File: config.mk
export PLATFORM = sky130hd
export DESIGN_NAME = wpf_ram
export DESIGN_NICKNAME = d
export VERILOG_FILES = /design/src/design/wpf_ram.sv
export SDC_FILE = /design/constraint.sdc
export NUM_CORES = 2
export LEC_CHECK = 0
export BUFFER_PORTS_ARGS = -buffer_cell sky130_fd_sc_hd__buf_4
export CAP_MARGIN = 15
export CORE_MARGIN = 8
export CORE_UTILIZATION = 50
export DETAILED_ROUTE_END_ITERATION = 8
export PLACE_DENSITY = 0.65
export SLEW_MARGIN = 15
export SYNTH_ARGS = -nofsm -noshare
export SYNTH_HDL_FRONTEND = slang
export SYNTH_SLANG_ARGS = --single-unit
File: constraint.sdc
create_clock -name clk_i -period 12 [get_ports clk_i]
set_input_delay 0.6 -clock clk_i [delete_from_list [all_inputs] [get_ports clk_i]]
set_output_delay 0.6 -clock clk_i [all_outputs]
set_load 0.005 [all_outputs]
File: src/design/wpf_ram.sv
// ----------------------------------------------------------------------------
// wpf_ram
// single port synchronous ram with registered read
// ----------------------------------------------------------------------------
module wpf_ram #(
  parameter int Width = 48,
  parameter int Depth = 64
) (
  input  logic                     clk_i,
  input  logic                     we_i,
  input  logic [$clog2(Depth)-1:0] addr_i,
  input  logic [Width-1:0]         wdata_i,
  output logic [Width-1:0]         rdata_o
);

  logic [Width-1:0] mem_q [Depth];

  always_ff @(posedge clk_i) begin
    if (we_i) begin
      mem_q[addr_i] <= wdata_i;
    end
    rdata_o <= mem_q[addr_i];
  end

endmodule

## Word level (Yosys, flattened, before mapping)

Memory sizes are Yosys's and may differ from the RTL's. A register that Yosys moved wholly into a read port is not among the register bits.
Index checks and enable logic that the tools add are counted.

| operators by class | value |
|---|---|
| muxes and demuxes | 2 |

Operators by type and width:

| operator | count |
|---|---|
| 1-bit two-way mux | 2 |

| storage, ports and cells | value |
|---|---|
| bits of input ports | 56 |
| bits in writable memories | 3072 |
| memories kept | 1 |
| output and inout port bits | 48 |
| register bits after elaboration | 0 |
| logic and storage cells | 3 |

Memory list:

| name | depth | width | read ports | clocked after Yosys merged registers in | wr ports | RTL line | text |
|---|---|---|---|---|---|---|---|
| mem_q | 64 | 48 | 1 | 1 | 1 | 16 | `logic [Width-1:0] mem_q [Depth];` |

## Logic depth before layout (Yosys ltp)

| depth | value |
|---|---|
| depth in word-level cells | 2 |
| mapped depth | 10 |

## Worst setup path after synthesis

No wires, ideal clock.

| timing path | value |
|---|---|
| kind | input-to-reg |
| start point | in addr_i[2] |
| end point | mem mem_q[11][0] (enable) |
| buffers on the path | 6 |
| stages on the path | 9 |
| slack | 7.574 ns |
| data required time | 11.546 ns |
| data arrival time | 3.972 ns |
| cells stage by stage | buf_6 buf_6 buf_4 buf_4 buf_2 buf_2 nor2b_1 nand2_1 nor2_1 |

RTL lines:

| what | RTL line | text |
|---|---|---|
| start, declared | 11 | `input logic [$clog2(Depth)-1:0] addr_i,` |
| end, declared | 16 |  |

No word-level cell before the write port.

==> flow_summary.yaml <==
placed_design:
  port_buffers: 103
  place_area_um2: 122000
  gp_congestion: 0.826
  dp_cells: 9327
  dpl.hpwl_um: 180000
synth:
  syn-cell-area_um2: 118000
  yosysTopAreaCell: "edfxtp_1"
  yosysSeqAreaShare: 0.793
  synth_cell_types: 48
  syn_avg_cell_area_um2: 18.4
  syn_nets: 6436
  synth_top_area_share: 0.785
  synth_seq_cells: 3120
  ys_warn_count: 0
  netlist_instances: 6380
  synth_top_cells_by_area: "edfxtp_1 78%, a221oi_1 3.3%, a22oi_1 3.2%"
  synth_enable_flop_cells: 3072
  synth_flop_cell: "edfxtp_1"
  async_reset_ff_frac: 0
die:
  num_io_pins: 104
  design.core.area_um2: 235000
  rows: 178
  die_width_um: 501
  initial_core_util: 0.501
  die_h_um: 501
  die-area_um2: 251000
drt:
  dr_total_vias: 66156
  ant_nets: 0
  dr.pass1.iters: 8
  routed_wl_um: 343000
  vias_per_cell: 6.69
  drcViolationCount: 0
  first_iter_violations: 9106
  wl_per_cell_um: 34.7
flow_run:
  drv_cap: 0
global_routing:
  grt_max_degree: 149
  grt_pass1_wl_um: 483000
  overflow: 0
  antenna_found_initial: 20
  grt_use_total: 0.266
  grt_pass1_vias: 64335
clock_network:
  cts_tree: "done"
  postCtsSetupRepairBufs: 0
  postCtsResizedCells: 0
  cts_max_path_buffers: 4
  insertion_delay_ns: 0.96
  htree_levels: 5
  cts_root_buffer: "clkbuf_16"
  cts.hold.buffers_added: 0
  numCtsBuffers: 321
  clock-sinks: 3120
  clkSlewWorstSetupHoldPaths_ns: 0.06
worst_setup_path:
  worstSetupPathType: "in2reg"
  start_kind: "primary input"
  critical_path_required_ns: 12.80
  end_kind: "flip-flop"
  critPathArrivalTime_ns: 5.28
  critical_path_peak_fanout: 54
power:
  pwr-share-clk: 0.416
  swShare: 0.215
  p_comb_frac: 0.050
  p_sw_mw: 4.89
  total_power_mw: 22.7
  peakVddDrop_mv: 0.129
  internal_power_mw: 17.8
  p_seq_frac: 0.534
  power_density_nw_per_um2: 172
  power.leakage_nw: 41.4
timing:
  finalCriticalPeriod_ns: 4.48
  rsz0062_at_grt: "false"
  post-route-period-util: 0.373
  whs_ns: 0.199
  worst_pin_slew_ns: 1.22
  fmax_mhz: 223
  setup_viol: 0
  slew_viol_final: 0
  slew-limit-headroom: 0.188
  fin_skew_ns: 0.0610
  final_hold_viol_count: 0
  tns_ns: 0
cells_and_area:
  final_nets: 6556
  final_area_um2: 132000
  drive_above_1_share: 0.172
  multi_input_area_um2: 22800
  register_area_um2: 93200
  num-fill-cells: 17451
  fin_cells: 9887
  area_growth_pct: 12.2
status:
  status: "complete, no violations"
hold_path:
  hp-class: "in2reg"
==> metrics by stage <==
step | utilization | setup slack (ns)
CTS | 0.562 | 7.69
finish | 0.562 | 7.52
global route | 0.562 | 7.48
floorplan | - | 7.57
global placement | 0.520 | 6.64
detailed placement | 0.521 | 6.70
==> registers in the layout, summed over array words and instances (netlist names) <==
signal / flops
mem_q: 3072
rdata_o: 48
==> power groups by stage <==
stage	Clock [mW]	Combinational, mW	Sequential (mW)
finish	9.45	1.14	12.1
floorplan	0	0.572	12.3
global placement	0	1.10	12.4
CTS	9.53	1.12	12.1
detailed placement	0	1.12	12.4
global route	9.94	1.19	12.1
==> cell usage in the layout, fill, tap and decap left out, types with 95 or more instances in the layout <==
cell type / n
edfxtp_1: 3072
nor2_1: 207
buf_4: 242
clkbuf_16: 329
o22ai_1: 95
mux2_2: 269
mux2i_1: 285
mux4_2: 110
o21ai_0: 176
a21oi_1: 243
a22oi_1: 494
a221oi_1: 448
==> area by class of cell <==
cell class / count / area share
clock buffer: 400 / 0.0650
timing repair buffer: 256 / 0.0158
clock inverter: 156 / 0.00915
antenna: 4 / 0.0000759
multi-input combinational: 2799 / 0.173
tap: 3150 / 0.0299
inverter: 2 / 0.0000854
sequential: 3120 / 0.707
==> critical path: stages <==
cell and delay (ns):
buf_8 0.31, buf_4 0.73, buf_4 0.70, buf_4 0.75, nor3_2 0.13, buf_4 0.42
a221oi_1 0.69, o221ai_1 0.36, or3_1 0.40
==> final timing paths <==
| kind | slack (ns) | endpoint | start | cells past startpoint |
|---|---|---|---|---|
| worst max-delay path | 7.52 | rdata_o[34] | addr_i[1] | 9 |
| worst min-delay path | 0.20 | mem_q[62][19] | wdata_i[19] | 1 |
| worst max register to register | 9.35 | rdata_o[4] | mem_q[26][4] | 6 |
| worst min register to register | 0.60 | rdata_o[0] | mem_q[42][0] | 3 |
==> logic make-up (layout without fill, tap and decap cells) <==
| kind of cell | Yosys count | count (layout) | synth area share |
|---|---|---|---|
| flops | 3120 | 3120 | 0.793 |
| compound gates | 1621 | 1621 | 0.0984 |
| mux | 668 | 668 | 0.0715 |
| simple gates | 510 | 510 | 0.0192 |
| buf+inv | 461 | 814 | 0.0178 |
| other cells | 0 | 4 | 0 |
==> synth_stat cells (48+ instances only) <==
cell	number
o22ai_1	95
a22oi_1	494
a221oi_1	448
dfxtp_1	48
o21ai_0	176
mux2i_1	285
buf_2	139
a21oi_1	243
nor2_1	278
mux4_2	110
mux2_2	269
edfxtp_1	3072
clkbuf_1	242
nand2_1	87
==> metal layers <==
| layer | global-route usage | vias to the layer above | share of wire | wire [um] |
|---|---|---|---|---|
| met2 | 0.413 | 4222 | 0.46 | 158000 |
| met1 | 0.370 | 34404 | 0.38 | 131000 |
| met5 | 0 | - | 0.00026 | 88 |
| li1 | - | 26776 | - | - |
| met3 | 0.0607 | 740 | 0.11 | 38400 |
| met4 | 0.105 | 14 | 0.045 | 15500 |
Note: power is estimated with default switching activity, not from simulation.
